<file path="src/hw/rtl/ccx_pkg.sv">
// ----------------------------------------------------------------------------
// ccx_pkg: shared types and constants for the ChaCha20 stream XOR unit
// Register indexes, sigma constants, the quarter round and the front-to-back
// queue entry.
// ----------------------------------------------------------------------------
package ccx_pkg;

  localparam int WordW = 32;
  localparam int CfgIdxW = 3;
  localparam int CfgDataW = 64;
  localparam int QDepth = 2;
  localparam int QPtrW = 1;
  localparam int Rounds = 10;

  typedef enum logic [CfgIdxW-1:0] {
    REG_KEY0 = 3'd0,
    REG_KEY1 = 3'd1,
    REG_KEY2 = 3'd2,
    REG_KEY3 = 3'd3,
    REG_NONCE_LO = 3'd4,
    REG_NONCE_HI = 3'd5,
    REG_INIT_CTR = 3'd6
  } cfg_reg_t;

  localparam logic [WordW-1:0] Sigma0 = 32'h61707865;
  localparam logic [WordW-1:0] Sigma1 = 32'h3320646e;
  localparam logic [WordW-1:0] Sigma2 = 32'h79622d32;
  localparam logic [WordW-1:0] Sigma3 = 32'h6b206574;

  typedef logic [15:0][WordW-1:0] block_t;

  // One queued beat: the word, its byte count, its word index, whether it opens a block, and its block counter.
  typedef struct packed {
    logic [WordW-1:0] data;
    logic [2:0]       nbytes;
    logic [3:0]       widx;
    logic             new_block;
    logic [WordW-1:0] counter;
  } qent_t;

  typedef struct packed {
    logic [WordW-1:0] a;
    logic [WordW-1:0] b;
    logic [WordW-1:0] c;
    logic [WordW-1:0] d;
  } qr_t;

  function automatic logic [WordW-1:0] rotl(input logic [WordW-1:0] v, input int s);
    rotl = (v << s) | (v >> (WordW - s));
  endfunction

  function automatic qr_t quarter(input qr_t x);
    qr_t y;
    y = x;
    y.a = y.a + y.b; y.d = rotl(y.d ^ y.a, 16);
    y.c = y.c + y.d; y.b = rotl(y.b ^ y.c, 12);
    y.a = y.a + y.b; y.d = rotl(y.d ^ y.a, 8);
    y.c = y.c + y.d; y.b = rotl(y.b ^ y.c, 7);
    quarter = y;
  endfunction

  // One column round followed by one diagonal round.
  function automatic block_t double_round(input block_t s);
    block_t x;
    qr_t q;
    x = s;
    for (int i = 0; i < 4; i++) begin
      q = quarter('{x[i], x[4+i], x[8+i], x[12+i]});
      x[i] = q.a; x[4+i] = q.b; x[8+i] = q.c; x[12+i] = q.d;
    end
    for (int i = 0; i < 4; i++) begin
      q = quarter('{x[i], x[4+((i+1)%4)], x[8+((i+2)%4)], x[12+((i+3)%4)]});
      x[i] = q.a; x[4+((i+1)%4)] = q.b; x[8+((i+2)%4)] = q.c; x[12+((i+3)%4)] = q.d;
    end
    double_round = x;
  endfunction

endpackage

</file>
<file path="src/hw/rtl/ccx_queue.sv">
// ----------------------------------------------------------------------------
// ccx_queue: two-entry queue between front and back
// Holds tagged beats; the back can clear the head's new-block flag.
// ----------------------------------------------------------------------------
module ccx_queue (
  input  logic           clk,
  input  logic           rst,
  input  logic           push,
  input  ccx_pkg::qent_t push_ent,
  output logic           full,
  input  logic           pop,
  input  logic           clr_head,
  output logic           head_valid,
  output ccx_pkg::qent_t head
);
  import ccx_pkg::*;

  qent_t ent [QDepth];
  logic [QPtrW-1:0] rp;
  logic [QPtrW-1:0] wp;
  logic [QPtrW:0]   cnt;

  assign full = (cnt == (QPtrW+1)'(QDepth));
  assign head_valid = (cnt != '0);
  assign head = ent[rp];

  always_ff @(posedge clk) begin
    if (rst) begin
      rp <= '0;
      wp <= '0;
      cnt <= '0;
    end else begin
      if (push) wp <= wp + 1'b1;
      if (pop) rp <= rp + 1'b1;
      cnt <= cnt + (QPtrW+1)'(push) - (QPtrW+1)'(pop);
    end
  end

  always_ff @(posedge clk) begin
    if (push) ent[wp] <= push_ent;
    if (clr_head) ent[rp].new_block <= 1'b0;
  end
endmodule
</file>
<file path="config.mk">
export PLATFORM = sky130hd
export DESIGN_NAME = ccx_queue
export DESIGN_NICKNAME = d
export VERILOG_FILES = /design/src/hw/rtl/ccx_pkg.sv /design/src/hw/rtl/ccx_queue.sv
export SDC_FILE = /design/constraint.sdc
export NUM_CORES = 1
export LEC_CHECK = 0
export BUFFER_PORTS_ARGS = -buffer_cell sky130_fd_sc_hd__buf_2
export CORE_UTILIZATION = 54
export CTS_BUF_LIST = sky130_fd_sc_hd__clkbuf_8
export DETAILED_ROUTE_END_ITERATION = 8
export GPL_TIMING_DRIVEN = 0
export PLACE_DENSITY_LB_ADDON = 0.3
export SLEW_MARGIN = 0
export SYNTH_ARGS = -nofsm -noshare
export SYNTH_HDL_FRONTEND = slang
export SYNTH_SLANG_ARGS = --single-unit
</file>
<file path="constraint.sdc">
create_clock -name clk -period 3.3 [get_ports clk]
set_clock_uncertainty 0.2 [all_clocks]
set_input_delay 0.825 -clock clk [delete_from_list [all_inputs] [get_ports clk]]
set_output_delay 0.825 -clock clk [all_outputs]
set_load 0.005 [all_outputs]
</file>
# --- Word-level counts from Yosys, hierarchy flattened ---
# Memory sizes are Yosys's and may differ from the RTL's. A register that Yosys moved wholly into a read port is not among the register bits.
# Index checks and enable logic that the tools add are counted.
word_totals:
  in_bits: 77
  wordCells: 16
  ram_bits: 144
  out_inout_bits: 74
  memories: 1
  ff_bits: 4
mem_list:
  columns: ["memory", "depth", "width", "read_ports", "rd_clocked_by_memory_dff", "write_ports", "line_no", "source"]
  rows:
  - ["ent", 2, 72, 1, 1, 2, "ccx_queue.sv:18", "qent_t ent [QDepth];"]
op_classes:
  n_mux: 6
  reduce_logical: 1
  n_eq_ne: 1
  add_sub_neg: 4
op_table:
  columns: ["cell", "n"]
  rows:
  - ["$mux W1", 6]
  - ["$add A1 B1 Y1 const B", 2]
  - ["$add A2 B1 Y2", 1]
  - ["$eq A2 B2 Y1 const B", 1]
  - ["$reduce_bool A2 Y1", 1]
  - ["$sub A2 B1 Y2", 1]

# --- Longest topological paths before layout ---
# Gate-level depths: netlist (run 1).
depth:
  word_depth: 3
  ltp_mapped: 6

# --- Least setup slack after synthesis (run 1) ---
# OpenSTA, ideal clock, no wires.
synth_path:
  path_kind: "input-to-reg"
  start: "in push"
  end: "mem ent[1][32] (netlist name)"
  setup_time_ns: 0.252
  slack_ns: 0.164
  n_path_buf: 0
  arrival_time_ns: 2.684
  t_required_ns: 2.848
  stages: 2
  path_cell_list: "and2_1 -> a221oi_1"
synth_rtl:
  columns: ["item", "line_no", "source"]
  rows:
  - ["from (decl)", "ccx_queue.sv:8", "input logic push,"]
  - ["to (decl)", "ccx_queue.sv:18", null]

==> results of run 1 <==
==> cell usage after synthesis, drive strengths merged <==
library cell,n
edfxtp,142
mux2,71
buf,8
dfxtp,7
inv,6
nor2,3
a21oi,2
a221oi,2
ha,2
nand2b,2
nor2b,2
and2,1
nand2,1
nor3b,1
o21ai,1
or2,1
xnor2,1
xnor3,1
==> flip-flops by register name, summed over array words and instances, names as in the netlist, named ones only <==
signal and flops:
rp 1, wp 1, cnt 2, ent 144
==> per-stage QoR <==
step | worst slack (ns) | util [%] | total power, mW | cell area (um2)
global placement | -0.963 | 64.6 | 2.75 | 6700
floorplan | 0.164 | - | 2.57 | 5780
CTS | 0.637 | 68.8 | 4.11 | 7140
detailed placement | 0.964 | 65.2 | 2.77 | 6760
finish | 0.690 | 68.8 | 4.06 | 7140
global route | 0.588 | 68.8 | 4.22 | 7140
==> how the worst min path moves through the flow <==
stage | slack [ns] | depth (start not counted) | start | endpoint
floorplan | 0.25 | 2 | ent[0][32]$_SDFFE_PP0P_ | ent[0][32]$_SDFFE_PP0P_
global route | 0.33 | 2 | ent[0][32]$_SDFFE_PP0P_ | ent[0][32]$_SDFFE_PP0P_
global placement | 0.26 | 2 | ent[0][32]$_SDFFE_PP0P_ | ent[0][32]$_SDFFE_PP0P_
CTS | 0.31 | 2 | ent[0][32]$_SDFFE_PP0P_ | ent[0][32]$_SDFFE_PP0P_
detailed placement | 0.30 | 2 | ent[0][32]$_SDFFE_PP0P_ | ent[0][32]$_SDFFE_PP0P_
finish | 0.30 | 2 | ent[0][32]$_SDFFE_PP0P_ | ent[0][32]$_SDFFE_PP0P_
==> routing by layer <==
metal	global-route usage, %	wire length, um	share of wire [%]	up-vias
met2	29.4	4680	52	107
met1	19.5	3640	40	1346
met4	7.24	119	1.3	0
met5	0	0	0	-
met3	6.62	574	6.4	12
li1	-	-	-	1333
==> cells by family (layout without fill, tap and decap cells) <==
kind of cell | after synthesis | in the layout | share of synthesized area [%]
xor gates and xnor gates | 2 | 2 | 0.541
buffers and inverters | 14 | 196 | 3.01
AOI/OAI and AO/OA | 5 | 5 | 0.563
muxes | 71 | 71 | 18.2
DFF | 149 | 149 | 76.2
and+or+nand+nor | 11 | 11 | 1.04
adders and majority gates | 2 | 2 | 0.433
==> layout make-up <==
type                            count  area [um2]  share of cell area [%]
Buffer                              8         151                    2.12
Sequential cell                   149        4400                    61.7
Clock inverter                     13         143                    2.00
Inverter                            6        25.0                   0.351
Clock buffer                       17         234                    3.28
Timing Repair Buffer              152         806                    11.3
Multi-Input combinational cell     91        1210                    16.9
Tap cell                          136         170                    2.38
==> critical path, stage by stage (launching register included) <==
cell,delay (ns)
dfxtp_1,0.33
buf_6,0.22
buf_12,0.18
mux2_4,0.31
buf_2,0.13
==> where the power goes <==
| part | switching, mW | internal, mW |
|---|---|---|
| Combinational | 0.207 | 0.301 |
| Clock | 0.609 | 0.724 |
| Sequential | 0.0296 | 2.18 |
| Total | 0.846 | 3.21 |
==> flow_summary.ini, run 1 <==
[outcome]
outcome = completed

[layout]
final_common_cell = buf_2
nets = 504
syn_to_final_growth_pct = 23.5
layout_common_cells = buf_2 (150), edfxtp_1 (142), mux2_4 (68)
nFillCells = 723
drive_gt1_share_pct = 60.1
diodes = 0
fin_cells = 572

[logic_synthesis]
synth_area_mm2 = 0.00578
synthCells = 254
synth.net_count = 333
yosysWarnings = 0
synth_seq_cells = 149
synth_area_leaders = edfxtp_1 (74%), mux2_4 (18%), buf_12 (2.4%), dfxtp_1 (2.4%), mux2_2 (0.58%)
synth_cell_type_count = 20
synth_top_area_share_pct = 73.8
syn_area_per_cell_um2 = 22.8
yosysTopAreaCell = edfxtp_1
synth-seq-area-share_pct = 76.2

[sta]
tns_ns = 0
holdWs_ns = 0.303
min_period_ns = 2.61
finalCritPeriodShare_pct = 79.1
max_slew_margin_pct = 71.7
hold_violations = 0
setup_viol = 0
max_freq_mhz = 383
slew_viol_final = 0
rsz0062_at_grt = false
tightestPinTransition_ns = 0.425

[clock_network]
cts_resized = 0
clk_pin_slew_ns = 0.07
cts_root_buf = clkbuf_8
cts_tree = built
cts_buffer_depth = 2
cts_setup_buffers = 0
cts_hold_buf = 0
cts.sinks = 149
clock_latency_ns = 0.42
htree_levels = 4
cts_buffers = 17

[worst_setup_path]
critical_path_arrival_ns = 1.58
reg2regPathDepth = 3
worst-endpoint-required_ns = 2.27
reg2reg_setup_slack_ns = 1.54
critPathKind = reg -> out
crit_path_max_fanout = 10
reg2reg_from = wp$_SDFFE_PP0P_
r2r_end = ent[0][13]$_DFFE_PP_
cp-start-kind = flop
worstSetupEndpointType = primary output
endpoint = head[44]

[flow_run]
maxCapViolCount = 0

[placement]
hpwlAfterDp_mm = 6.03
dp_cells = 542
port_buffers = 150
place_congestion = 0.674

[power]
power_density_mw_per_mm2 = 568
ir_drop_uv = 293
p_leak_nw = 2.88

[floorplanning]
die-width_um = 105
core-area_mm2 = 0.0104
die_area_mm2 = 0.0111
rows = 37
initial_utilization_pct = 55.8
ios = 151
dieHeight_um = 105

[detailed_routing]
drt-vias-per-instance = 4.89
wl_per_cell_um = 15.8
drc = 0
first_pass_iters = 4
drt_iter0_drc = 61
drt_wl_total_mm = 9.02
via_count = 2798
ant_nets = 0

[global_route]
grt_usage_pct = 17.3
grt_pass1_vias = 2920
antenna_found_initial = 0
grt_pass1_wl_mm = 14.0
grt_max_degree = 45
overflow = 0

[hold_path]
hold_path_class = reg -> reg
Power figures use the tool's default switching activity.
==> run 2, diff against run 1 <==
==> constraint.sdc (replaced) <==
create_clock -name clk -period 2.7 [get_ports clk]
set_clock_uncertainty 0.2 [all_clocks]
set_input_delay 0.675 -clock clk [delete_from_list [all_inputs] [get_ports clk]]
set_output_delay 0.675 -clock clk [all_outputs]
set_load 0.005 [all_outputs]
==> run 2 against run 1 <==
Sequential power grew 23%. Critical path depth did not move. Non-clock buffer count is the same. Final area grew 0.19%. Core utilization rose by 0.13 points. Power increased by 24%. Setup slack got worse by 0.47 ns. Global-route usage shrank 0.064 points.
==> flow_summary.ini, run 2 (synthesis gave the netlist of run 1 again) <==
[detailed_routing]
via_count = 2847
wl_per_cell_um = 15.7
drt-vias-per-instance = 4.95
drt_wl_total_mm = 9.00
drt_iter0_drc = 141
first_pass_iters = 4
ant_nets = 0
drc = 0

[sta]
slew_viol_final = 0
max_freq_mhz = 404
finalCritPeriodShare_pct = 91.8
min_period_ns = 2.48
holdWs_ns = 0.226
max_slew_margin_pct = 50.9
rsz0062_at_grt = false
hold_violations = 0
tightestPinTransition_ns = 0.736
setup_viol = 0

[placement]
place_congestion = 0.686
dpl_cell_area_mm2 = 0.00675
hpwlAfterDp_mm = 5.97
port_buffers = 150

[layout]
final_cell_area_mm2 = 0.00715
nFillCells = 690
largest_register = ent
syn_to_final_growth_pct = 23.7
reg_top3 = ent x144, cnt x2
largest_reg_flops = 144
drive_gt1_share_pct = 59.4
multi_input_area_mm2 = 0.00121
seqCellArea_mm2 = 0.00440
layout_common_cells = buf_2 (150), edfxtp_1 (142), mux2_4 (68)
nets = 504
final_common_cell = buf_2

[clock_network]
cts_resized = 0
cts.sinks = 149
cts_root_buf = clkbuf_8
cts_hold_buf = 0
clk_pin_slew_ns = 0.08
cts_setup_buffers = 0
cts_buffer_depth = 2
cts_tree = built
htree_levels = 4
clock_latency_ns = 0.43
cts_buffers = 17

[floorplanning]
dieHeight_um = 105
ios = 151
initial_utilization_pct = 55.8
core-area_mm2 = 0.0104
die_area_mm2 = 0.0111
die-width_um = 105
rows = 37

[global_route]
grt_pass1_vias = 2880
grt_pass1_wl_mm = 13.6
grt_usage_pct = 17.2
grt_max_degree = 42
overflow = 0
antenna_found_initial = 1

[worst_setup_path]
crit_path_cell_trace = buf_6, buf_12, mux2_4, buf_2
cp.buffers_inverters = 3
reg2reg_from = wp$_SDFFE_PP0P_
critPathMaxStageDelay_ns = 0.33
worstSetupEndpointType = primary output
cp-start-kind = flop
critPathKind = reg -> out
crit_path_max_fanout = 10
crit_family = buffers and inverters
critical_path_arrival_ns = 1.60
worst-endpoint-required_ns = 1.82
crit_path_top_delay_cell = dfxtp_1

[power]
p_total_mw = 5.04
p_leak_nw = 2.88
power_density_mw_per_mm2 = 704
ir_drop_uv = 456

[flow_run]
maxCapViolCount = 0

[hold_path]
min-delay-start = push_ent[53]
hold_path_class = in -> reg

[outcome]
outcome = completed
-- run 2: power by group --
group | switching [mW] | leakage, nW | internal (mW)
registers | 0.0356 | 1.39 | 2.67
clock network | 0.734 | 0.208 | 0.977
logic | 0.255 | 1.28 | 0.366
total | 1.02 | 2.88 | 4.01
-- run 2: area by class of cell --
cell class / instances / area share [%]
Inverter: 6 / 0.367
Clock buffer: 17 / 3.27
Timing Repair Buffer: 152 / 11.1
Sequential cell: 149 / 61.6
Clock inverter: 15 / 2.34
Tap cell: 136 / 2.38
Multi-Input combinational cell: 91 / 16.9
Antenna cell: 1 / 0.0350
Buffer: 8 / 2.12
-- run 2: layer usage --
layer | wire length (um) | up-vias | track usage [%]
met2 | 4550 | 123 | 28.2
met4 | 174 | 0 | 9.36
met5 | 0 | - | 0
met1 | 3480 | 1380 | 18.5
li1 | - | 1332 | -
met3 | 803 | 12 | 8.16
-- run 2: worst reg2reg max path, stage by stage, from the launching register on --
cell and delay (ns):
dfxtp_1 0.40, nand2b_1 0.22, clkinvlp_4 0.63, buf_12 0.44
-- run 2: metrics by stage --
stage	utilization [%]	setup slack, ns	setup TNS, ns	instances
2_1_floorplan	-	0.256	0	254
3_3_place_gp	64.7	-0.481	-41.04	540
3_5_place_dp	65.1	0.115	0	542
4_1_cts	69.0	0.163	0	574
5_1_grt	69.0	0.152	0	574
6_report	69.0	0.222	0	575
-- run 2: path summary, 6_finish.rpt --
check,end,slack [ns],depth (start not counted)
worst min-delay path,ent[0][53]$_DFFE_PP_,0.23,1
worst min register to register,ent[0][32]$_SDFFE_PP0P_,0.28,2
worst max-delay path,head[28],0.22,4
worst max register to register,ent[0][38]$_DFFE_PP_,0.52,3
==> run 3, diff against run 2 <==
--- a/config.mk
+++ b/config.mk
@@ -5,6 +5,7 @@
 export SDC_FILE = /design/constraint.sdc
 export NUM_CORES = 1
 export LEC_CHECK = 0
+export ABC_AREA = 1
 export BUFFER_PORTS_ARGS = -buffer_cell sky130_fd_sc_hd__buf_2
 export CORE_UTILIZATION = 54
 export CTS_BUF_LIST = sky130_fd_sc_hd__clkbuf_8
==> run 3 against run 2 <==
First-iteration DRC count shrank 16%. Global-route usage grew 0.55 points. Wire length grew 2.8%. Register-to-register slack gained 0.07 ns. Fmax grew 0.91%. Sequential share of layout area shrank 0.15 points. Sequential cell count is the same. Critical endpoint is now head[3].
==> flow_summary.ini, run 3 <==
[logic_synthesis]
async_flop_share_pct = 0
synth-edff-count = 142
synth-seq-area-share_pct = 76.1
yosys.area_share.simple_pct = 1.36
synth_most_common_cell = edfxtp_1
synth_fa_ha_area_share_pct = 0.432
synth_area_mm2 = 0.00579
synth_cell_type_count = 15
synth_compound_area_share_pct = 0.259
synth_top_area_share_pct = 73.6
synth_area_leaders = edfxtp_1 (74%), mux2_4 (18%), buf_12 (2.4%), dfxtp_1 (2.4%), nor2_1 (0.65%)
yosys_most_used_dff = edfxtp_1
synth_mux_area_share_pct = 18.5
synthCells = 264
yosysTopAreaCell = edfxtp_1
yosysWarnings = 0
synth_top_family_by_area = multiplexers
synth_xor_area_share_pct = 0.151
synth.net_count = 343
synth_seq_cells = 149
synthTopCellsByCount = edfxtp_1 (142), mux2_4 (70), nor2_1 (10)
syn_area_per_cell_um2 = 21.9

[sta]
max_freq_mhz = 407
finalCritPeriodShare_pct = 91.0
hold_violations = 0
timing.final.ws_setup_ns = 0.244
tightestPinTransition_ns = 0.804
rsz0062_at_grt = false
slew_viol_final = 0
min_period_ns = 2.46
setup_viol = 0
holdWs_ns = 0.232
max_slew_margin_pct = 46.3

[layout]
seqCellArea_mm2 = 0.00440
multi_input_area_mm2 = 0.00121
final_cell_area_mm2 = 0.00717
fin_cells = 586
largest_register = ent
nets = 516
layout_common_cells = buf_2 (150), edfxtp_1 (142), mux2_4 (70)
largest_reg_flops = 144
final_common_cell = buf_2
fin_util_pct = 69.1
drive_gt1_share_pct = 59.1
syn_to_final_growth_pct = 23.8
nFillCells = 691
diodes = 0
reg_top3 = ent x144, cnt x2

[global_route]
antenna_found_initial = 0
grtUsageMet3_pct = 7.30
overflow = 0
grt_pass1_wl_mm = 14.3
met1_usage_pct = 18.9
grt_max_degree = 40
grt_usage_pct = 17.8
use_met2_pct = 30.7
grt_busiest_layer = met2
grt_pass1_vias = 3019

[detailed_routing]
wl_per_cell_um = 15.8
drt_iter0_drc = 118
drt-vias-per-instance = 4.90
drc = 0
first_pass_iters = 5
drt_wl_total_mm = 9.25
ant_nets = 0
via_count = 2874

[flow_run]
maxCapViolCount = 0

[floorplanning]
die_area_mm2 = 0.0111
initial_utilization_pct = 55.8
dieHeight_um = 106
rows = 37
die-width_um = 106
ios = 151
core-area_mm2 = 0.0104

[clock_network]
htree_levels = 4
cts.sinks = 149
cts_resized = 0
clk_pin_slew_ns = 0.07
cts_hold_buf = 0
cts_tree = built
cts_buffers = 17
cts_setup_buffers = 0
clock_latency_ns = 0.42
cts_buffer_depth = 2
cts_root_buf = clkbuf_8

[hold_path]
whs_path_depth = 1
min-delay-start = push_ent[42]
hold_path_class = in -> reg

[placement]
dpl_cell_area_mm2 = 0.00682
dp_cells = 554
place_congestion = 0.685
hpwlAfterDp_mm = 6.40
port_buffers = 150
place_ws_ns = 0.138

[outcome]
outcome = completed

[worst_setup_path]
path_depth = 4
crit_family = buffers and inverters
cp-start-kind = flop
cp.buffers_inverters = 3
critical_path_arrival_ns = 1.58
reg2regPathDepth = 3
crit_path_max_fanout = 10
worstSetupEndpointType = primary output
reg2reg_from = wp$_SDFFE_PP0P_
crit_path_top_delay_cell = dfxtp_1
worst-endpoint-required_ns = 1.82
critPathMaxStageDelay_ns = 0.33
critPathKind = reg -> out
crit_path_cell_trace = buf_6, buf_12, mux2_4, buf_2

[power]
power_density_mw_per_mm2 = 675
p_leak_nw = 2.89
ir_drop_uv = 425
==> run 3: changes by cell type in the layout (fill, tap and decap cells not counted), sizes merged, moves of 3 or more <==
cell      change
nand2         +6
clkinv        -6
bufinv        -3
clkinvlp      +7
nor2          +7
inv           +5
==> run 3: through the flow <==
step / power (mW) / setup TNS, ns
final: 4.84 / 0
after global routing: 5.03 / 0
after CTS: 4.90 / 0
after detailed placement: 3.41 / 0
after global placement: 3.36 / -63.22
after floorplan: 3.14 / 0
==> run 3: kinds of logic (layout without fill, tap and decap cells) <==
| family | after synthesis | count (layout) |
|---|---|---|
| AOI/OAI and AO/OA | 3 | 3 |
| xor gates and xnor gates | 1 | 1 |
| adders and majority gates | 2 | 2 |
| buffers and inverters | 17 | 203 |
| DFF | 149 | 149 |
| muxes | 72 | 72 |
| and+or+nand+nor | 20 | 20 |
==> run 3: final timing paths <==
kind | slack (ns) | end
setup / recovery | 0.24 | head[3]
hold / removal | 0.23 | ent[0][42]$_DFFE_PP_
setup reg to reg | 0.59 | ent[1][6]$_DFFE_PP_
hold reg to reg | 0.30 | ent[1][32]$_SDFFE_PP0P_
==> run 3: per-layer routing <==
| layer | share of wire, % | up-vias |
|---|---|---|
| met4 | 0.96 | 0 |
| met1 | 39 | 1387 |
| met2 | 52 | 113 |
| li1 | - | 1365 |
| met5 | 0 | - |
| met3 | 7.7 | 9 |
==> run 3: cell type report <==
type                       count  area share, %
buffer                         8           2.11
clock inverter                15           1.66
multi-input combinational     98           16.9
sequential                   149           61.4
timing repair buffer         154           11.8
tap                          136           2.37
inverter                       9          0.523
clock buffer                  17           3.26
==> run 3: report_power, final <==
group / internal [mW] / switching, mW / leakage [nW]
combinational: 0.368 / 0.269 / 1.33
clock: 0.712 / 0.785 / 0.168
sequential: 2.67 / 0.0359 / 1.39
