File: config.mk
export PLATFORM = sky130hd
export DESIGN_NAME = ccx_front_flat
export DESIGN_NICKNAME = d
export VERILOG_FILES = /design/src/hw/rtl/ccx_pkg.sv /design/src/hw/rtl/ccx_if.sv /design/src/hw/rtl/ccx_front.sv /design/src/flat_wrapper.sv
export SDC_FILE = /design/constraint.sdc
export NUM_CORES = 1
export LEC_CHECK = 0
export ABC_CLOCK_PERIOD_IN_PS = 5340
export BUFFER_PORTS_ARGS = -buffer_cell sky130_fd_sc_hd__buf_2
export CORE_MARGIN = 4
export CORE_UTILIZATION = 51
export DETAILED_ROUTE_END_ITERATION = 10
export GPL_TIMING_DRIVEN = 0
export PLACE_DENSITY = 0.9
export SYNTH_ARGS = -nofsm -noshare
export SYNTH_HDL_FRONTEND = slang
export SYNTH_SLANG_ARGS = --single-unit
File: constraint.sdc
create_clock -name clk -period 5.34 [get_ports clk]
set_clock_uncertainty 0.1 [all_clocks]
set_input_delay 1.068 -clock clk [delete_from_list [all_inputs] [get_ports clk]]
set_output_delay 1.068 -clock clk [all_outputs]
set_load 0.05 [all_outputs]
File: src/hw/rtl/ccx_pkg.sv
// ----------------------------------------------------------------------------
// ccx_pkg: shared types and constants for the ChaCha20 stream XOR unit
// Register indexes, sigma constants, the quarter round and the front-to-back
// queue entry.
// ----------------------------------------------------------------------------
package ccx_pkg;

  localparam int WordW = 32;
  localparam int CfgIdxW = 3;
  localparam int CfgDataW = 64;
  localparam int QDepth = 2;
  localparam int QPtrW = 1;
  localparam int Rounds = 10;

  typedef enum logic [CfgIdxW-1:0] {
    REG_KEY0 = 3'd0,
    REG_KEY1 = 3'd1,
    REG_KEY2 = 3'd2,
    REG_KEY3 = 3'd3,
    REG_NONCE_LO = 3'd4,
    REG_NONCE_HI = 3'd5,
    REG_INIT_CTR = 3'd6
  } cfg_reg_t;

  localparam logic [WordW-1:0] Sigma0 = 32'h61707865;
  localparam logic [WordW-1:0] Sigma1 = 32'h3320646e;
  localparam logic [WordW-1:0] Sigma2 = 32'h79622d32;
  localparam logic [WordW-1:0] Sigma3 = 32'h6b206574;

  typedef logic [15:0][WordW-1:0] block_t;

  // One queued beat: the word, its byte count, its word index, whether it opens a block, and its block counter.
  typedef struct packed {
    logic [WordW-1:0] data;
    logic [2:0]       nbytes;
    logic [3:0]       widx;
    logic             new_block;
    logic [WordW-1:0] counter;
  } qent_t;

  typedef struct packed {
    logic [WordW-1:0] a;
    logic [WordW-1:0] b;
    logic [WordW-1:0] c;
    logic [WordW-1:0] d;
  } qr_t;

  function automatic logic [WordW-1:0] rotl(input logic [WordW-1:0] v, input int s);
    rotl = (v << s) | (v >> (WordW - s));
  endfunction

  function automatic qr_t quarter(input qr_t x);
    qr_t y;
    y = x;
    y.a = y.a + y.b; y.d = rotl(y.d ^ y.a, 16);
    y.c = y.c + y.d; y.b = rotl(y.b ^ y.c, 12);
    y.a = y.a + y.b; y.d = rotl(y.d ^ y.a, 8);
    y.c = y.c + y.d; y.b = rotl(y.b ^ y.c, 7);
    quarter = y;
  endfunction

  // One column round followed by one diagonal round.
  function automatic block_t double_round(input block_t s);
    block_t x;
    qr_t q;
    x = s;
    for (int i = 0; i < 4; i++) begin
      q = quarter('{x[i], x[4+i], x[8+i], x[12+i]});
      x[i] = q.a; x[4+i] = q.b; x[8+i] = q.c; x[12+i] = q.d;
    end
    for (int i = 0; i < 4; i++) begin
      q = quarter('{x[i], x[4+((i+1)%4)], x[8+((i+2)%4)], x[12+((i+3)%4)]});
      x[i] = q.a; x[4+((i+1)%4)] = q.b; x[8+((i+2)%4)] = q.c; x[12+((i+3)%4)] = q.d;
    end
    double_round = x;
  endfunction

endpackage

File: src/hw/rtl/ccx_if.sv
// ----------------------------------------------------------------------------
// ccx_if: channel interfaces
// Data input, result and configuration write channels.
// ----------------------------------------------------------------------------
interface ccx_in_if;
  logic        valid;
  logic        ready;
  logic [31:0] data_word;
  logic [2:0]  valid_bytes;
  logic        message_start;
  modport source (output valid, data_word, valid_bytes, message_start, input ready);
  modport sink (input valid, data_word, valid_bytes, message_start, output ready);
endinterface


File: src/hw/rtl/ccx_front.sv
// ----------------------------------------------------------------------------
// ccx_front: input classification
// Tracks word index and block counter, tags each beat with its keystream slot.
// ----------------------------------------------------------------------------
module ccx_front (
  input  logic          clk,
  input  logic          rst,
  ccx_in_if.sink        in_ch,
  input  logic [31:0]   init_ctr,
  input  logic          q_full,
  output logic          q_push,
  output ccx_pkg::qent_t q_ent
);
  import ccx_pkg::*;

  logic [3:0]  widx;
  logic [31:0] ctr;
  logic [3:0]  cur_idx;
  logic [31:0] cur_ctr;

  assign in_ch.ready = !q_full;
  assign q_push = in_ch.valid && in_ch.ready;
  assign cur_idx = in_ch.message_start ? 4'd0 : widx;
  assign cur_ctr = in_ch.message_start ? init_ctr : ctr;

  always_comb begin
    q_ent.data = in_ch.data_word;
    q_ent.nbytes = (in_ch.valid_bytes == 3'd0 || in_ch.valid_bytes > 3'd4) ? 3'd4
                                                                         : in_ch.valid_bytes;
    q_ent.widx = cur_idx;
    q_ent.new_block = (cur_idx == 4'd0);
    q_ent.counter = cur_ctr;
  end

  always_ff @(posedge clk) begin
    if (rst) begin
      widx <= 4'd0;
      ctr <= '0;
    end else if (q_push) begin
      widx <= cur_idx + 4'd1;
      ctr <= (cur_idx == 4'd0) ? cur_ctr + 32'd1 : cur_ctr;
    end
  end
endmodule

File: src/flat_wrapper.sv
// flat-port wrapper written by rule: the top's interface ports become plain ports
module ccx_front_flat import ccx_pkg::*;
  (clk, rst, init_ctr, q_full, q_push, q_ent, in_ch_valid, in_ch_data_word, in_ch_valid_bytes, in_ch_message_start, in_ch_ready);
  ccx_in_if in_ch_i ();
  input  logic clk;
  input  logic rst;
  input  logic [31:0] init_ctr;
  input  logic q_full;
  output logic q_push;
  output ccx_pkg::qent_t q_ent;
  input wire logic [$bits(in_ch_i.valid)-1:0] in_ch_valid;
  input wire logic [$bits(in_ch_i.data_word)-1:0] in_ch_data_word;
  input wire logic [$bits(in_ch_i.valid_bytes)-1:0] in_ch_valid_bytes;
  input wire logic [$bits(in_ch_i.message_start)-1:0] in_ch_message_start;
  output wire logic [$bits(in_ch_i.ready)-1:0] in_ch_ready;
  assign in_ch_i.valid = in_ch_valid;
  assign in_ch_i.data_word = in_ch_data_word;
  assign in_ch_i.valid_bytes = in_ch_valid_bytes;
  assign in_ch_i.message_start = in_ch_message_start;
  assign in_ch_ready = in_ch_i.ready;
  ccx_front u_core (.clk(clk), .rst(rst), .in_ch(in_ch_i), .init_ctr(init_ctr), .q_full(q_full), .q_push(q_push), .q_ent(q_ent));
endmodule
=== After elaboration in Yosys (flattened, before gate mapping) ===
Cells that the tools add are included.

* Add/sub/neg operators: 2
* $lt $le $gt $ge: 1
* Mux-type cells: 4
* Reductions and logical operators: 5

{| class="wikitable"
|+ Operators by type and width
! cell !! count
|-
| 32-bit two-way mux || 2
|-
| 32-bit by 1-bit adder with 32-bit output, second input constant || 1
|-
| 4-bit by 1-bit adder with 4-bit output, second input constant || 1
|-
| 4-bit zero test || 1
|-
| 4-bit two-way mux || 1
|-
| 3-bit greater-than comparator, second input constant || 1
|-
| 3-bit zero test || 1
|-
| 3-bit two-way mux || 1
|-
| 1-bit logical AND || 1
|-
| 1-bit zero test || 1
|-
| 1-bit logical OR || 1
|}

* Bits in registers: 36
* Bits of input ports: 72
* Output and inout port bits: 74
* Logic and storage cells: 14

=== Depth between registers and ports, before layout ===
Gate-level depths: netlist (run 1).

* Word-level depth: 3
* Depth in mapped cells: 13
* Depth with buffers taken out: 8

=== Least setup slack after synthesis (run 1) ===
OpenSTA, ideal clock, no wires.

* Path type: input to output
* Start point: input port in_ch_message_start
* End point: output port q_ent[32] (netlist name)
* Arrival: 3.181 ns
* Data required time: 4.172 ns
* Slack: 0.991 ns
* Stages on the path: 9
* Path through: buf_4 buf_6 buf_2 clkbuf_1 nor2b_1 inv_1 ha_1 nand2_1 inv_1

{| class="wikitable"
|+ RTL lines
! element !! RTL line !! RTL
|-
| start: declaration || flat_wrapper.sv:14 || <nowiki>input wire logic [$bits(in_ch_i.message_start)-1:0] in_ch_message_start;</nowiki>
|-
| end: declaration || flat_wrapper.sv:10 || <nowiki>output ccx_pkg::qent_t q_ent;</nowiki>
|}

=== Final worst setup path (run 1) ===
* Start point: input port in_ch_message_start
* End point: register u_core.ctr[31]

* Word-level cells in the longest chain between the ends: 3
* Elaborated cells between the ends (all ways): 5
* Those cells by class: 1 x add/sub; 3 x mux; 1 x reduce/logical

{| class="wikitable"
|+ RTL lines
! element !! RTL line !! RTL
|-
| 32-bit two-way mux / 4-bit two-way mux (equally long branches) || ccx_front.sv:24, ccx_front.sv:23 ||
|-
| 32-bit by 1-bit adder with 32-bit output / 4-bit zero test (equally long branches) || ccx_front.sv:41 || <nowiki>ctr <= (cur_idx == 4'd0) ? cur_ctr + 32'd1 : cur_ctr;</nowiki>
|-
| 32-bit two-way mux (*) || ccx_front.sv:41 ||
|-
| end signal: assignment || ccx_front.sv:41 ||
|-
| end: declaration || ccx_front.sv:17 || <nowiki>logic [31:0] ctr;</nowiki>
|}

Every way passes the cells marked *; elsewhere a longest branch is shown, timed or not.
A chain may end at the register's enable or synchronous reset.

==> metrics.md, run 1 <==
| Metric | Value |
|---|---|
| Routed via count | roughly 3700 |
| Synth Area in Simple Gates | 32.2% |
| DRT Wirelength | 10300 um |
| Main flop type after synthesis | dfxtp_1 |
| Clock-pin transition on the worst setup and hold timing paths | roughly 0.08 ns |
| Worst-Skew Late Latency | 0.30 ns |
| Avg WL per Cell | 17.4 um |
| Critical path data arrival time | 4.44 ns |
| GP Congestion | 0.941 |
| Largest family of logic cells by synthesized area | simple AND/OR/NAND/NOR gates |
| Slew @ Worst Pin | 0.771 ns |
| R2R setup slack | roughly 2.6 ns |
| Max rail drop VDD | 145 uV |
| Synthesized area | between 3000 and 4000 sq um |
| RSZ-0062 raised after global routing | false |
| Setup bufs post-CTS | 0 |
| Register area | 721 sq um |
| Critical path peak fanout | 10 |
| Inserted Diodes | 0 |
| Die height | 86.0 um |
| DRT Pass-1 Iters | 11 |
| CTS tree | built |
| Failing checks | design-rule violations |
| Post-Route Utilization | 65.2% |
| Die Area | 7390 sq um |
| EDFF count, synth | 0 |
| Vias in the first global route | roughly 3500 |
| H-tree Lvls | 2 |
| CP Launch Type | input port |
| PortBufs | 113 |
| R2r worst-path depth | 9 |
| Total grt overflow | 0 |
| Setup CP Type | in2reg |
| Die Width | 86.0 um |
| Initial Utilization | 52.4% |
| Final Setup Violations | 0 |
| Final hold vios | 0 |
| CP endpoint kind | register |
| Avg Synthesized Cell Area | approximately 7.8 sq um |
| Hold Path Class | reg2reg |
| Clock Sinks | 36 |
| Achievable Freq | around 230 MHz |
| Area occupied by multi-input gates | 1970 sq um |
| Starting DRT DRC Count | 466 |
| Area grow syn2layout | 24.4% |
| CTS Hold Bufs | 0 |
| Post-synthesis mux area share | a little under an eighth |
| Syn. warnings | 0 |
| Area share of fa/ha/maj cells after synthesis | 1.61% |
| First-pass GRT wire length | 16100 um |
| Fin crit share | 81.6% |
| Synthesized instance count | 400 |
| Top cells by area, synth | dfxtp_1, mux2_2, buf_4, nand3_1, nand3b_1 |
| #FFs+latches synth | 36 |
| I/O Pins | 146 |
| Fin. max-slew vios | 0 |
| Share of layout cells above drive strength 1 | 36.9% |
| Register area share after synthesis | a little under a quarter |
| Lkg Pwr | roughly 0.0018 uW |
| Post-CTS Resized | 0 |
| FP Rows | 28 |
| Post-synthesis cell type count | 48 |
| Max-cap check violation count | 0 |
| Post-synthesis xor/xnor area fraction | 2.54% |
| Yosys top cell area share | 23.2% |
| Final #Nets | ~600 |
| Pwr per Cell Area | 210 nW/um^2 |
| Syn_nets | 476 |
| Initial antenna violation count | 0 |
| Number of vias per cell | 6.25 |
| Min cycle time layout | 4.36 ns |
| Hold Crit Depth | 2 |
| GRT Total Usage | about 27% |
| Longest Clk Path Bufs | 2 |
| Worst Path Required | 5.42 ns |
| DPL Wire Length | between 7000 and 8000 um |
| Core area | 5920 sq um |
| Cell taking the most area after synthesis | dfxtp_1 |
| Synth async-reset ratio | 0% |
| Num CTS Buffers | 5 |
| Antenna-violating nets left | 0 |
| Synth Area in Compound Gates | 15.4% |
| Status | finished, violations left |
| DRC viols | 1 |
| Largest net degree at the start of global routing | 11 |
| Setup TNS | 0 ns |
| CTS Root Buffer Type | clkbuf_8 |
| Fillers | 505 |
| Rel. slew slack | 48.6% |
-- layer usage --
| layer | vias to the layer above | GRT usage (%) | part of all wire, % |
|---|---|---|---|
| li1 | 1671 | - | - |
| met1 | 1682 | 33.0 | 37 |
| met2 | 311 | 45.2 | 47 |
| met3 | 52 | 4.03 | 12 |
| met4 | 0 | 14.1 | 4.0 |
| met5 | - | 0 | 0 |
-- worst max-delay path: stages --
cell      delay, ns
buf_2          0.09
buf_4          0.18
buf_6          0.17
buf_2          0.31
clkbuf_1       0.39
nor2b_1        0.17
inv_1          0.09
ha_1           0.24
inv_1          0.08
a211oi_2       0.60
nand3_2        0.35
buf_2          0.32
o311ai_1       0.29
nand3_1        0.09
-- stage by stage --
stage | total power, uW | cells | hold WS (ns) | area [sq um] | worst slack, ns
CTS | 805 | 595 | 0.377 | 3860 | 1.10
global route | 835 | 595 | 0.414 | 3860 | 0.794
detailed placement | 591 | 588 | 0.370 | 3760 | 0.816
floorplan | 515 | 400 | 0.342 | 3100 | 0.991
global placement | 585 | 588 | 0.354 | 3760 | 0.860
finish | 810 | 595 | 0.380 | 3860 | 0.981
-- flip-flops by register name, indices dropped and copies added (netlist names) --
register / cells
u_core.ctr: 32
u_core.widx: 4
-- path summary, 6_finish.rpt --
| kind | endpoint | start |
|---|---|---|
| min reg2reg | u_core.ctr[1]$_SDFFE_PP0P_ | u_core.ctr[1]$_SDFFE_PP0P_ |
| min | u_core.ctr[1]$_SDFFE_PP0P_ | u_core.ctr[1]$_SDFFE_PP0P_ |
| max reg2reg | u_core.ctr[31]$_SDFFE_PP0P_ | u_core.widx[0]$_SDFFE_PP0P_ |
| max | u_core.ctr[31]$_SDFFE_PP0P_ | in_ch_message_start |
-- kinds of logic after synthesis --
logic type                 Yosys count
DFF                                 36
and+or+nand+nor                    177
adders and majority gates            4
buffers and inverters               73
muxes                               33
AOI/OAI and AO/OA                   68
xor gates and xnor gates             9
-- power by group --
part	switching (uW)	internal, uW
registers	9.48	279
logic	210	90.4
clock network	106	115
total	326	484
-- cells in the final DEF, fill, tap and decap left out, types with 5 or more instances in the layout --
cell      netlist  layout
mux2_2         25      25
nor2_1          9       9
dfxtp_1        36      36
nand3b_1       25      25
nand4b_1        7       7
nand4_1        13      13
clkbuf_1       14      14
o21ai_0        19      19
nand2_1        46      46
nor2b_1         8       8
clkbuf_8        0       7
buf_2           6     119
xor2_1          6       6
mux2i_1         8       8
o211ai_1       10      10
or4_1           9       9
a21oi_1        10      10
nand2b_1        5       5
buf_4          33      33
nand3_1        38      38
inv_1          17      17
-- Yosys cell counts, types with 4 or more instances --
cell       n
a21oi_1   10
or4_1      9
ha_1       4
buf_4     33
xor2_1     6
nand2b_1   5
nand3b_1  25
nand3_1   38
dfxtp_1   36
nor3_1     4
o21ai_0   19
nand2_1   46
nor2_1     9
nor3b_1    4
nand4_1   13
o211ai_1  10
nand4b_1   7
inv_1     17
clkbuf_1  14
buf_2      6
nor2b_1    8
a22oi_1    4
mux2i_1    8
mux2_2    25
-- cell type report --
cell class | count | share of cell area [%]
multi-input combinational | 291 | 51.0
buffer | 56 | 9.05
timing repair buffer | 113 | 14.7
tap | 75 | 2.43
sequential | 36 | 18.7
inverter | 17 | 1.65
clock buffer | 7 | 2.50
No activity file was read; power rests on OpenSTA's default activity.
==> run 2, diff against run 1 <==
Settings changed: ABC_CLOCK_PERIOD_IN_PS 5340 to 4100, CORE_UTILIZATION 51 to 48, PLACE_DENSITY 0.9 to 0.85.
Clock period 5.34 ns to 4.1 ns, I/O delays scaled along.
==> metrics.md, run 2 (synthesis results as in run 1) <==
| Metric | Value |
|---|---|
| Antenna-violating nets left | 0 (unchanged) |
| Commonest cells after routing, fill and taps aside | buf_2, nand2_1, nand3_1 (unchanged) |
| Instance area at placement | 3760 sq um (about the same) |
| PortBufs | 113 (unchanged) |
| CTS Root Buffer Type | clkbuf_8 (unchanged) |
| Num CTS Buffers | 5 (unchanged) |
| First-pass GRT wire length | 15200 um (was 16100 um) |
| CP Launch Type | input port (unchanged) |
| Fillers | 567 (was 505) |
| CP endpoint kind | register (unchanged) |
| CTS tree | built (unchanged) |
| Avg WL per Cell | 16.9 um (was 17.4 um) |
| Setup CP Type | in2reg (unchanged) |
| GP Congestion | 0.935 (was 0.941) |
| Share of layout cells above drive strength 1 | 37.0% (was 36.9%) |
| Initial Utilization | 49.1% (was 52.4%) |
| Number of vias per cell | 6.11 (was 6.25) |
| Largest net degree at the start of global routing | 13 (was 11) |
| Rel. slew slack | 52.0% (was 48.6%) |
| Fin. max-slew vios | 0 (unchanged) |
| Commonest non-fill, non-tap cell in the layout | buf_2 (unchanged) |
| DRC viols | 0 (was 1) |
| Max incr delay on CP | 0.46 ns (was 0.60 ns) |
| Total grt overflow | 0 (unchanged) |
| Critical path peak fanout | 10 (unchanged) |
| Worst Path Required | 4.19 ns (was 5.42 ns) |
| Cell mode on critical path | buf_2 (unchanged) |
| GRT Total Usage | 24.6% (was 26.9%) |
| Final #Nets | 596 (unchanged) |
| Fin crit share | 93.5% |
| Seq pwr share | 34.5% (was 35.6%) |
| Largest regs | u_core.ctr (32), u_core.widx (4) (unchanged) |
| Vias in the first global route | 3233 (was 3510) |
| CP cell instances | buf_2 > buf_4 > buf_6 > buf_2 > clkbuf_1 > nor2b_1 > inv_1 > ha_1 > inv_1 > a211oi_4 > nand3_2 > buf_2 > o311ai_1 > nand3_1 (was buf_2 > buf_4 > buf_6 > buf_2 > clkbuf_1 > nor2b_1 > inv_1 > ha_1 > inv_1 > a211oi_2 > nand3_2 > buf_2 > o311ai_1 > nand3_1) |
| Final hold vios | 0 (unchanged) |
| Slew @ Worst Pin | 0.721 ns (was 0.771 ns) |
| Max reg flops | 32 (unchanged) |
| Hold Path Class | reg2reg (unchanged) |
| Setup bufs post-CTS | 0 (unchanged) |
| Register with the most flip-flops | u_core.ctr (unchanged) |
| Reg2reg start | u_core.widx[0]$_SDFFE_PP0P_ (unchanged) |
| Final worst hold slack | 0.375 ns (was 0.380 ns) |
| Core area | 6310 sq um (was 5920 sq um) |
| Starting DRT DRC Count | 546 (was 466) |
| Crit path launch | in_ch_message_start (unchanged) |
| FP Rows | 29 (was 28) |
| Longest Clk Path Bufs | 2 (unchanged) |
| H-tree Lvls | 2 (unchanged) |
| Psw | 428 uW (was 326 uW) |
| Status | finished, final reports clean (was finished, violations left) |
| Max rail drop VDD | 139 uV (was 145 uV) |
| Internal | 661 uW (was 484 uW) |
| Finished Cell Area | 3880 sq um (was 3860 sq um) |
| CTS Hold Bufs | 0 (unchanged) |
| Cell with the largest stage delay on the worst path | a211oi_4 (was a211oi_2) |
| Die Width | 88.4 um (was 86.0 um) |
| Initial antenna violation count | 0 (unchanged) |
| RSZ-0062 raised after global routing | false (unchanged) |
| Inserted Diodes | 0 (unchanged) |
| DRT Wirelength | 10100 um (was 10300 um) |
| Comb pwr share | 35.8% (was 37.2%) |
| Worst-Skew Late Latency | 0.30 ns (about the same) |
| Sw Share | 39.3% (was 40.2%) |
| Hold Crit Start | u_core.ctr[4]$_SDFFE_PP0P_ (was u_core.ctr[1]$_SDFFE_PP0P_) |
| DRT Pass-1 Iters | 5 (was 11) |
| Critical path data arrival time | 3.92 ns (was 4.44 ns) |
| Min cycle time layout | 3.83 ns |
| Die Area | 7810 sq um (was 7390 sq um) |
| Area occupied by multi-input gates | 1980 sq um (was 1970 sq um) |
| Register area | 721 sq um (unchanged) |
| Clock Sinks | 36 (unchanged) |
| Area grow syn2layout | 25.2% (was 24.4%) |
| Lkg Pwr | 0.00178 uW (about the same) |
| Max-cap check violation count | 0 (unchanged) |
| Routed via count | 3652 (was 3716) |
| Pwr per Cell Area | 280 nW/um^2 (was 210 nW/um^2) |
| Clock-pin transition on the worst setup and hold timing paths | 0.09 ns (was 0.08 ns) |
| DPL Wire Length | 7580 um (was 7660 um) |
| Die height | 88.4 um (was 86.0 um) |
| I/O Pins | 146 (unchanged) |
| Setup TNS | 0 ns (unchanged) |
| Achievable Freq | 261 MHz |
| Final Setup Violations | 0 (unchanged) |
| Clock Power Share | 29.7% (was 27.3%) |
[run 2: power groups by stage]
stage | combinational, uW | clock, uW | sequential (uW)
after detailed placement | 385 | 0 | 383
after global routing | 411 | 338 | 378
after global placement | 381 | 0 | 382
after CTS | 387 | 320 | 375
final | 389 | 323 | 376
after floorplan | 292 | 0 | 379
[run 2: routing by layer]
metal	up-vias	GRT usage, %	wire [um]
met5	-	0	0
met4	0	10.6	326
met3	41	4.47	1070
met2	254	41.2	4870
met1	1691	31.0	3870
li1	1666	-	-
[run 2: what timing repair did]
| action | CTS | global route |
|---|---|---|
| setup endpoints to repair | 0 | 8 |
| gates resized for setup | 0 | 1 |
| hold endpoints to repair | 0 | 0 |
[run 2: critical path: cells and delay by family]
family	cells	cell delay [ns]
buf+inv	8	1.55
compound gates	2	0.74
simple gates	3	0.54
fa+ha+maj	1	0.25
[run 2: final cells by class]
class | instances | share of cell area [%]
sequential | 36 | 18.6
buffer | 56 | 8.99
multi-input combinational | 291 | 50.9
inverter | 17 | 1.64
clock buffer | 5 | 1.77
timing repair buffer | 113 | 14.6
tap | 77 | 2.48
clock inverter | 3 | 1.10
[run 2: final timing paths]
path	endpoint	slack (ns)	cells past startpoint
worst min-delay path	u_core.ctr[4]$_SDFFE_PP0P_	0.37	2
worst max-delay path	u_core.ctr[31]$_SDFFE_PP0P_	0.27	14
worst max register to register	u_core.ctr[31]$_SDFFE_PP0P_	1.55	9
worst min register to register	u_core.ctr[4]$_SDFFE_PP0P_	0.37	2
[run 2: stage by stage]
| stage | util (%) | cells | total power (uW) | setup WS (ns) |
|---|---|---|---|---|
| global route | 61.5 | 598 | 1130 | 0.0814 |
| floorplan | - | 400 | 671 | 0.247 |
| detailed placement | 59.6 | 590 | 768 | -0.133 |
| global placement | 59.6 | 590 | 763 | -0.0514 |
| finish | 61.5 | 598 | 1090 | 0.267 |
| CTS | 61.4 | 598 | 1080 | 0.182 |
